<file path="config.mk">
export PLATFORM = sky130hd
export DESIGN_NAME = tare_and_running_average_core
export DESIGN_NICKNAME = d
export VERILOG_FILES = /design/src/design/tra_pkg.sv /design/src/design/tra_div.sv /design/src/design/tra_ctrl.sv /design/src/design/tra_datapath.sv /design/src/design/tare_and_running_average_core.sv
export SDC_FILE = /design/constraint.sdc
export NUM_CORES = 1
export LEC_CHECK = 0
export ABC_AREA = 1
export ABC_CLOCK_PERIOD_IN_PS = 6200
export BUFFER_PORTS_ARGS = -buffer_cell sky130_fd_sc_hd__clkbuf_2
export CELL_PAD_IN_SITES_DETAIL_PLACEMENT = 1
export CELL_PAD_IN_SITES_GLOBAL_PLACEMENT = 1
export CORE_AREA = 5 5 284 286
export CTS_BUF_LIST = sky130_fd_sc_hd__clkbuf_4
export CTS_CLUSTER_DIAMETER = 50
export DETAILED_ROUTE_END_ITERATION = 8
export DIE_AREA = 0 0 289 291
export HOLD_SLACK_MARGIN = 0.05
export PLACE_DENSITY = 0.63
export SYNTH_ARGS = -nofsm -noshare
export SYNTH_HDL_FRONTEND = slang
export SYNTH_SLANG_ARGS = --single-unit
</file>
<file path="constraint.sdc">
create_clock -name i_clk -period 6.2 [get_ports i_clk]
set_clock_uncertainty 0.2 [all_clocks]
set_input_delay 0.31 -clock i_clk [delete_from_list [all_inputs] [get_ports i_clk]]
set_output_delay 0.31 -clock i_clk [all_outputs]
set_load 0.02 [all_outputs]
</file>
<file path="src/design/tra_pkg.sv">
// Shared widths, register indexes and the datapath command bundle for the
// tare and running average core. No dependencies.
`timescale 1ns / 1ps

package tra_pkg;

    localparam int SAMPLE_W   = 24;
    localparam int ACC_W      = 40;
    localparam int DEPTH_W    = 8;
    localparam int CNT_W      = 8;
    localparam int MEAN_SHIFT = 8;
    localparam int CFG_IDX_W  = 2;
    localparam int CFG_DATA_W = 24;

    // one quotient bit per step, dividend is the full accumulator width
    localparam int DIV_STEPS  = ACC_W;
    localparam int STEP_CNT_W = $clog2(DIV_STEPS);

    localparam logic [CNT_W-1:0] COUNT_LIMIT = {CNT_W{1'b1}};

    localparam logic signed [SAMPLE_W-1:0] SAMPLE_MAX = {1'b0, {(SAMPLE_W-1){1'b1}}};
    localparam logic signed [SAMPLE_W-1:0] SAMPLE_MIN = {1'b1, {(SAMPLE_W-1){1'b0}}};

    localparam logic [CFG_IDX_W-1:0] CFG_TARE_A    = 2'd0;
    localparam logic [CFG_IDX_W-1:0] CFG_TARE_B    = 2'd1;
    localparam logic [CFG_IDX_W-1:0] CFG_AVG_DEPTH = 2'd2;

    typedef struct packed {
        logic load;    // capture the input item
        logic prep;    // net, counts, divisor; start both dividers
        logic step;    // one divider iteration
        logic update;  // form and store the new accumulator
        logic commit;  // load the output register
    } t_dp_cmd;

endpackage

</file>
<file path="src/design/tra_div.sv">
// Iterative signed-by-unsigned divider, one quotient bit per step,
// truncating toward zero. Uses tra_pkg.
`timescale 1ns / 1ps

module tra_div (
    input  logic                             i_clk,
    input  logic                             i_load,
    input  logic                             i_step,
    input  logic signed [tra_pkg::ACC_W-1:0] i_dividend,
    input  logic        [tra_pkg::DEPTH_W-1:0] i_divisor,
    output logic signed [tra_pkg::ACC_W-1:0] o_quotient
);
    import tra_pkg::*;

    logic [ACC_W-1:0]   r_q;
    logic [DEPTH_W-1:0] r_rem;
    logic [DEPTH_W-1:0] r_div;
    logic               r_neg;

    logic [DEPTH_W:0]   w_trial;
    logic               w_fit;

    assign w_trial = {r_rem, r_q[ACC_W-1]};
    assign w_fit   = (w_trial >= {1'b0, r_div});

    always_ff @(posedge i_clk) begin
        if (i_load) begin
            r_neg <= i_dividend[ACC_W-1];
            r_q   <= i_dividend[ACC_W-1] ? ACC_W'(-i_dividend) : i_dividend;
            r_rem <= '0;
            r_div <= i_divisor;
        end else if (i_step) begin
            // remainder stays below the divisor, so it fits DEPTH_W bits
            r_rem <= w_fit ? DEPTH_W'(w_trial - {1'b0, r_div}) : w_trial[DEPTH_W-1:0];
            r_q   <= {r_q[ACC_W-2:0], w_fit};
        end
    end

    assign o_quotient = r_neg ? -$signed(r_q) : $signed(r_q);

endmodule

</file>
<file path="src/design/tra_ctrl.sv">
// Sequencer for the tare and running average core: handshakes, divider
// step count and datapath commands. Uses tra_pkg.
`timescale 1ns / 1ps

module tra_ctrl (
    input  logic              i_clk,
    input  logic              i_rst_n,
    input  logic              i_in_valid,
    output logic              o_in_ready,
    output logic              o_out_valid,
    input  logic              i_out_ready,
    output tra_pkg::t_dp_cmd  o_cmd
);
    import tra_pkg::*;

    typedef enum logic [2:0] {
        S_IDLE,
        S_PREP,
        S_DIV,
        S_UPDATE,
        S_DONE
    } t_state;

    t_state                r_state;
    logic [STEP_CNT_W-1:0] r_step_cnt;
    logic                  r_out_valid;
    logic                  w_out_free;

    assign w_out_free   = !r_out_valid || i_out_ready;
    assign o_in_ready   = (r_state == S_IDLE);
    assign o_out_valid  = r_out_valid;

    assign o_cmd.load   = i_in_valid && (r_state == S_IDLE);
    assign o_cmd.prep   = (r_state == S_PREP);
    assign o_cmd.step   = (r_state == S_DIV);
    assign o_cmd.update = (r_state == S_UPDATE);
    assign o_cmd.commit = (r_state == S_DONE) && w_out_free;

    always_ff @(posedge i_clk) begin
        if (!i_rst_n) begin
            r_state     <= S_IDLE;
            r_step_cnt  <= '0;
            r_out_valid <= 1'b0;
        end else begin
            if (o_cmd.commit) begin
                r_out_valid <= 1'b1;
            end else if (i_out_ready) begin
                r_out_valid <= 1'b0;
            end

            case (r_state)
                S_IDLE: begin
                    if (i_in_valid) begin
                        r_state <= S_PREP;
                    end
                end
                S_PREP: begin
                    r_step_cnt <= '0;
                    r_state    <= S_DIV;
                end
                S_DIV: begin
                    if (r_step_cnt == STEP_CNT_W'(DIV_STEPS - 1)) begin
                        r_state <= S_UPDATE;
                    end else begin
                        r_step_cnt <= r_step_cnt + 1'b1;
                    end
                end
                S_UPDATE: begin
                    r_state <= S_DONE;
                end
                S_DONE: begin
                    if (w_out_free) begin
                        r_state <= S_IDLE;
                    end
                end
                default: begin
                    r_state <= S_IDLE;
                end
            endcase
        end
    end

endmodule

</file>
<file path="src/design/tra_datapath.sv">
// Datapath: config registers, per-channel counts and accumulators, net
// value, two dividers and the output register. Uses tra_pkg, tra_div.
`timescale 1ns / 1ps

module tra_datapath (
    input  logic                                  i_clk,
    input  logic                                  i_rst_n,
    input  tra_pkg::t_dp_cmd                      i_cmd,
    input  logic                                  i_cfg_we,
    input  logic        [tra_pkg::CFG_IDX_W-1:0]  i_cfg_index,
    input  logic        [tra_pkg::CFG_DATA_W-1:0] i_cfg_data,
    input  logic                                  i_sensor_channel,
    input  logic signed [tra_pkg::SAMPLE_W-1:0]   i_raw_sample,
    input  logic                                  i_restart,
    output logic                                  o_out_channel,
    output logic signed [tra_pkg::SAMPLE_W-1:0]   o_net_value,
    output logic signed [tra_pkg::SAMPLE_W-1:0]   o_average_value
);
    import tra_pkg::*;

    logic signed [SAMPLE_W-1:0] r_tare_a;
    logic signed [SAMPLE_W-1:0] r_tare_b;
    logic        [DEPTH_W-1:0]  r_depth;
    logic        [CNT_W-1:0]    r_count [2];
    logic signed [ACC_W-1:0]    r_acc   [2];

    logic                       r_ch;
    logic signed [SAMPLE_W-1:0] r_raw;
    logic                       r_restart;
    logic signed [SAMPLE_W-1:0] r_net;
    logic signed [ACC_W-1:0]    r_acc_new;

    logic                       r_out_ch;
    logic signed [SAMPLE_W-1:0] r_out_net;
    logic signed [SAMPLE_W-1:0] r_out_avg;

    logic signed [SAMPLE_W-1:0] w_tare;
    logic signed [SAMPLE_W:0]   w_diff;
    logic signed [SAMPLE_W-1:0] w_net;
    logic        [CNT_W-1:0]    w_base [2];
    logic        [CNT_W-1:0]    w_cnt_next;
    logic        [DEPTH_W-1:0]  w_d;
    logic signed [ACC_W-1:0]    w_scaled;
    logic signed [ACC_W-1:0]    w_q_acc;
    logic signed [ACC_W-1:0]    w_q_net;
    logic signed [ACC_W-1:0]    w_acc_sum;
    logic        [ACC_W-1:0]    w_biased;
    logic        [ACC_W-MEAN_SHIFT-1:0] w_avg_wide;
    logic        [ACC_W-MEAN_SHIFT-SAMPLE_W:0] w_avg_top;
    logic signed [SAMPLE_W-1:0] w_avg;

    // net value, clamped to the sample range
    assign w_tare = r_ch ? r_tare_b : r_tare_a;
    assign w_diff = {r_raw[SAMPLE_W-1], r_raw} - {w_tare[SAMPLE_W-1], w_tare};

    always_comb begin
        if (w_diff[SAMPLE_W] != w_diff[SAMPLE_W-1]) begin
            w_net = w_diff[SAMPLE_W] ? SAMPLE_MIN : SAMPLE_MAX;
        end else begin
            w_net = w_diff[SAMPLE_W-1:0];
        end
    end

    // restart clears both counts before this sample counts
    assign w_base[0]  = r_restart ? '0 : r_count[0];
    assign w_base[1]  = r_restart ? '0 : r_count[1];
    assign w_cnt_next = (w_base[r_ch] == COUNT_LIMIT) ? COUNT_LIMIT : w_base[r_ch] + 1'b1;
    assign w_d        = (r_depth < w_cnt_next) ? r_depth : w_cnt_next;

    assign w_scaled = {{(ACC_W-SAMPLE_W-MEAN_SHIFT){w_net[SAMPLE_W-1]}}, w_net,
                       {MEAN_SHIFT{1'b0}}};

    tra_div u_div_acc (
        .i_clk      (i_clk),
        .i_load     (i_cmd.prep),
        .i_step     (i_cmd.step),
        .i_dividend (r_acc[r_ch]),
        .i_divisor  (w_d),
        .o_quotient (w_q_acc)
    );

    tra_div u_div_net (
        .i_clk      (i_clk),
        .i_load     (i_cmd.prep),
        .i_step     (i_cmd.step),
        .i_dividend (w_scaled),
        .i_divisor  (w_d),
        .o_quotient (w_q_net)
    );

    assign w_acc_sum = r_acc[r_ch] - w_q_acc + w_q_net;

    // acc/256 toward zero: bias negative values by 255 before the shift
    assign w_biased   = r_acc_new + {{(ACC_W-MEAN_SHIFT){1'b0}},
                                     {MEAN_SHIFT{r_acc_new[ACC_W-1]}}};
    assign w_avg_wide = w_biased[ACC_W-1:MEAN_SHIFT];
    assign w_avg_top  = w_avg_wide[ACC_W-MEAN_SHIFT-1:SAMPLE_W-1];

    always_comb begin
        if ((&w_avg_top) || !(|w_avg_top)) begin
            w_avg = w_avg_wide[SAMPLE_W-1:0];
        end else begin
            w_avg = w_avg_top[ACC_W-MEAN_SHIFT-SAMPLE_W] ? SAMPLE_MIN : SAMPLE_MAX;
        end
    end

    always_ff @(posedge i_clk) begin
        if (!i_rst_n) begin
            r_tare_a <= '0;
            r_tare_b <= '0;
            r_depth  <= '0;
            for (int i = 0; i < 2; i++) begin
                r_count[i] <= '0;
                r_acc[i]   <= '0;
            end
        end else begin
            if (i_cfg_we) begin
                case (i_cfg_index)
                    CFG_TARE_A:    r_tare_a <= i_cfg_data[SAMPLE_W-1:0];
                    CFG_TARE_B:    r_tare_b <= i_cfg_data[SAMPLE_W-1:0];
                    CFG_AVG_DEPTH: r_depth  <= i_cfg_data[DEPTH_W-1:0];
                    default: ;
                endcase
            end
            if (i_cmd.prep) begin
                for (int i = 0; i < 2; i++) begin
                    r_count[i] <= (r_ch == 1'(i)) ? w_cnt_next : w_base[i];
                end
            end
            if (i_cmd.update && (r_depth != '0)) begin
                r_acc[r_ch] <= w_acc_sum;
            end
        end
    end

    always_ff @(posedge i_clk) begin
        if (i_cmd.load) begin
            r_ch      <= i_sensor_channel;
            r_raw     <= i_raw_sample;
            r_restart <= i_restart;
        end
        if (i_cmd.prep) begin
            r_net <= w_net;
        end
        if (i_cmd.update) begin
            // depth zero leaves the average frozen
            r_acc_new <= (r_depth != '0) ? w_acc_sum : r_acc[r_ch];
        end
        if (i_cmd.commit) begin
            r_out_ch  <= r_ch;
            r_out_net <= r_net;
            r_out_avg <= w_avg;
        end
    end

    assign o_out_channel   = r_out_ch;
    assign o_net_value     = r_out_net;
    assign o_average_value = r_out_avg;

endmodule

</file>
<file path="src/design/tare_and_running_average_core.sv">
// Tare and running average core, top level. Each input transfer passes through the
// prep, divider, update and done states before output valid, one quotient bit per
// cycle over 40 bits in the bit-serial dividers; a new item is taken only back in idle,
// and a waiting result stalls completion only. Config writes are always accepted.
// Synchronous active-low reset clears tares, depth, counts and accumulators.
// Uses tra_pkg, tra_ctrl, tra_datapath.
`timescale 1ns / 1ps

module tare_and_running_average_core (
    input  logic                                  i_clk,
    input  logic                                  i_rst_n,
    input  logic                                  i_cfg_valid,
    output logic                                  o_cfg_ready,
    input  logic        [tra_pkg::CFG_IDX_W-1:0]  i_cfg_index,
    input  logic        [tra_pkg::CFG_DATA_W-1:0] i_cfg_data,
    input  logic                                  i_in_valid,
    output logic                                  o_in_ready,
    input  logic                                  i_sensor_channel,
    input  logic signed [tra_pkg::SAMPLE_W-1:0]   i_raw_sample,
    input  logic                                  i_restart,
    output logic                                  o_out_valid,
    input  logic                                  i_out_ready,
    output logic                                  o_out_channel,
    output logic signed [tra_pkg::SAMPLE_W-1:0]   o_net_value,
    output logic signed [tra_pkg::SAMPLE_W-1:0]   o_average_value
);
    import tra_pkg::*;

    t_dp_cmd w_cmd;

    assign o_cfg_ready = 1'b1;

    tra_ctrl u_ctrl (
        .i_clk       (i_clk),
        .i_rst_n     (i_rst_n),
        .i_in_valid  (i_in_valid),
        .o_in_ready  (o_in_ready),
        .o_out_valid (o_out_valid),
        .i_out_ready (i_out_ready),
        .o_cmd       (w_cmd)
    );

    tra_datapath u_dp (
        .i_clk            (i_clk),
        .i_rst_n          (i_rst_n),
        .i_cmd            (w_cmd),
        .i_cfg_we         (i_cfg_valid && o_cfg_ready),
        .i_cfg_index      (i_cfg_index),
        .i_cfg_data       (i_cfg_data),
        .i_sensor_channel (i_sensor_channel),
        .i_raw_sample     (i_raw_sample),
        .i_restart        (i_restart),
        .o_out_channel    (o_out_channel),
        .o_net_value      (o_net_value),
        .o_average_value  (o_average_value)
    );

endmodule

</file>
==> flow_summary.json <==
{
  "outcome": "finished clean",
  "dieArea_um2": 84100,
  "dp_hpwl_um": 67800,
  "wl_per_cell_um": 18.24,
  "leakagePower_nw": 14.05,
  "drt_iter0_markers": 984,
  "yosysWarnings": 0,
  "r2r_setup_slack_ns": 0.51,
  "cp.required_ns": 6.63,
  "r2r_cells": 27,
  "ant_nets": 0,
  "die_h_um": 291,
  "clock-sinks": 407,
  "worstPathArrival_ns": 6.13,
  "fin_crit_sh_pct": 91.82,
  "period_needed_ns": 5.693,
  "post_cts_buffers": 0,
  "hp-start": "i_out_ready",
  "synth_edf_count": 324,
  "dr_total_vias": 23080,
  "syn_area_um2": 26940,
  "yosysMostFrequentCell": "nand2_1",
  "grt_overflow": 0,
  "ir_drop_v": 0.0002201,
  "synth_commonest_cells": "nand2_1 (695), inv_1 (444), nor2_1 (439)",
  "drive_above_1_share_pct": 12.30,
  "drc": 0,
  "synth_nets": 3539,
  "path_max_fanout": 6,
  "clk_pin_slew_ns": 0.06,
  "r2r_end": "u_dp.r_acc[0][39]",
  "yosysUniqueCellTypes": 66,
  "synth_ff_type": "edfxtp_1",
  "synth_top_area_cell": "edfxtp_1",
  "cap_violations": 0,
  "top_layer": "met4",
  "finalMaxSlewViolations": 0,
  "hold_depth": 5,
  "gp_congestion": 0.8948,
  "fin_util_pct": 40.37,
  "crit_path_start_kind": "flip-flop",
  "hold_viol": 0,
  "cts_root_buf": "clkbuf_4",
  "met2_length_um": 43640,
  "clk_latency_ns": 0.97,
  "h-tree-depth": 3,
  "clock_path_buffers": 3,
  "syn_to_final_growth_pct": 17.03,
  "grt_pass1_vias": 24550,
  "cts_tree": "done",
  "met1_length_um": 38490,
  "grt_max_degree": 93,
  "rows": 103,
  "yosysTopAreaCellShare_pct": 36.12,
  "hold_end": "u_ctrl.r_state[2]",
  "first_pass_iters": 5,
  "drt_wl_total_um": 87350,
  "worst_pin_slew_ns": 1.119,
  "synth_cells": 3338,
  "crit_type": "reg -> reg",
  "die_x_um": 289,
  "port_buffers": 107,
  "hold_class": "in -> reg",
  "initial_core_util_pct": 34.49,
  "nNetsFinal": 3834,
  "cellPowerDensity_nw_per_um2": 509.1,
  "antenna_found_initial": 3,
  "setup_viol": 0,
  "yosys-top-cells-area": "edfxtp_1 (36%), nand2_1 (9.7%), inv_1 (6.2%), dfxtp_1 (6.2%), nor2_1 (6.1%)",
  "synth.avg_cell_area_um2": 8.070,
  "ys_ff_latch": 407,
  "routed-wl-met3_um": 2624,
  "ys_seq_area_share_pct": 42.29,
  "pin_count": 109,
  "crit_start": "u_dp.u_div_net.r_q[0]",
  "relSlewSlack_pct": 25.39,
  "fp.coreArea_um2": 78100,
  "fill_cells": 9584,
  "rsz0062_at_grt": "no",
  "grt_use_total_pct": 20.53,
  "reg2reg_from": "u_dp.u_div_net.r_q[0]",
  "vias_per_cell": 4.820,
  "max_freq_mhz": 175.7,
  "grt_pass1_wl_um": 136000,
  "endpoint_kind": "flip-flop",
  "async_reset_ff_share_pct": 0,
  "fin_setup_tns_ns": 0,
  "cts_buffers": 117
}
-- area by class of cell --
| type | instances | area [um^2] | area share (%) |
|---|---|---|---|
| Clock buffer | 177 | 1329 | 4.215 |
| Antenna cell | 7 | 17.52 | 0.05557 |
| Timing Repair Buffer | 272 | 2102 | 6.668 |
| Sequential cell | 407 | 11390 | 36.14 |
| Multi-Input combinational cell | 2374 | 13410 | 42.53 |
| Tap cell | 1050 | 1314 | 4.167 |
| Clock inverter | 41 | 230.2 | 0.7303 |
| Inverter | 461 | 1733 | 5.497 |
-- per-stage QoR --
| stage | area [um^2] | setup slack, ns | hold WS, ns | power (mW) | std cells |
|---|---|---|---|---|---|
| CTS | 31510 | 0.4845 | 0.06123 | 16.19 | 4782 |
| detailed placement | 28690 | 0.4243 | 0.2061 | 13.45 | 4438 |
| global placement | 28690 | 0.5145 | 0.2018 | 13.37 | 4438 |
| finish | 31520 | 0.5074 | 0.1404 | 16.05 | 4789 |
| global route | 31520 | 0.07086 | 0.06678 | 17.51 | 4788 |
| floorplan | 26940 | 0.2840 | 0.2003 | 10.49 | 3338 |
-- power by group --
group	switching, mW	internal (mW)	leakage, nW	total, mW
clock	1.27	1.33	0.925	2.59
sequential	0.284	3.67	3.80	3.95
combinational	6.47	3.04	9.33	9.50
-- worst max-delay path by stage --
stage	to	slack (ns)	cells past startpoint
floorplan	u_dp.o_average_value[0]	0.28	1
global placement	u_dp.r_acc_new[33]	0.51	23
detailed placement	u_dp.r_acc_new[33]	0.42	23
CTS	u_dp.r_acc_new[33]	0.48	23
global route	u_dp.r_acc[0][39]	0.07	27
finish	u_dp.r_acc[0][39]	0.51	27
-- cell families after synthesis --
kind of cell	count (synthesis)	share of synthesized area, %
simple gates	1511	24.25
buf+inv	557	8.096
compound gates	512	10.58
flops	407	42.29
xor+xnor	176	5.792
fa+ha+maj	144	7.859
mux	30	1.129
other cells	1	0.01392
-- routing by layer --
layer / vias to the layer above / track usage, %
li1: 11670 / -
met3: 139 / 2.772
met2: 355 / 36.79
met4: 0 / 6.698
met1: 10920 / 25.40
met5: - / 0
-- timing repair --
action	in CTS	in global routing
endpoints found under the hold margin	159	0
setup endpoints to repair	0	0
gates resized for setup	0	0
hold buffers	126	0
-- critical path, stage by stage (launching register included) --
cell	delay, ns
edfxtp_1	0.42
inv_1	0.13
ha_1	0.16
inv_1	0.06
nor3_2	0.14
nand2_1	0.14
nor2_2	0.18
nand4_1	0.22
nor3_2	0.22
nand3_1	0.14
nor2_1	0.16
nor2_1	0.09
a21oi_1	0.26
o21ai_1	0.16
nor2_1	0.14
xor2_1	0.34
fa_1	0.47
inv_1	0.07
ha_1	0.24
nand2_1	0.13
nor2_1	0.19
nand2_1	0.13
nor3_1	0.32
nand4_1	0.20
o2111ai_1	0.25
nand3_1	0.16
nand2_1	0.11
nor2_1	0.04
-- placed cells by master, fill, tap and decap left out, types with 12 or more instances in the layout --
cell type	count
a21o_1	13
a21oi_1	132
a31oi_1	19
buf_4	38
clkbuf_2	107
clkbuf_4	177
clkinv_1	27
dfxtp_1	82
dlygate4sd3_1	126
edfxtp_1	324
fa_1	42
ha_1	102
inv_1	444
inv_2	14
mux2i_1	29
nand2_1	692
nand2_2	12
nand3_1	146
nand3b_1	21
nand4_1	51
nor2_1	438
nor3_1	41
nor4_1	15
o21ai_0	235
o21ai_1	41
o21ai_2	27
or2_1	18
or2_2	23
xnor2_1	56
xor2_1	119
-- flip-flops by register name, summed over array words and instances (netlist names), 3 cells and up, named ones only --
register,flops
u_ctrl.r_state,3
u_ctrl.r_step_cnt,6
u_dp.o_average_value,24
u_dp.o_net_value,24
u_dp.r_acc,80
u_dp.r_acc_new,40
u_dp.r_count,16
u_dp.r_depth,8
u_dp.r_net,23
u_dp.r_raw,24
u_dp.r_tare_a,24
u_dp.r_tare_b,24
u_dp.u_div_acc.r_div,8
u_dp.u_div_acc.r_q,40
u_dp.u_div_acc.r_rem,8
u_dp.u_div_net.r_q,40
u_dp.u_div_net.r_rem,8
(Power assumes the default switching activity.)
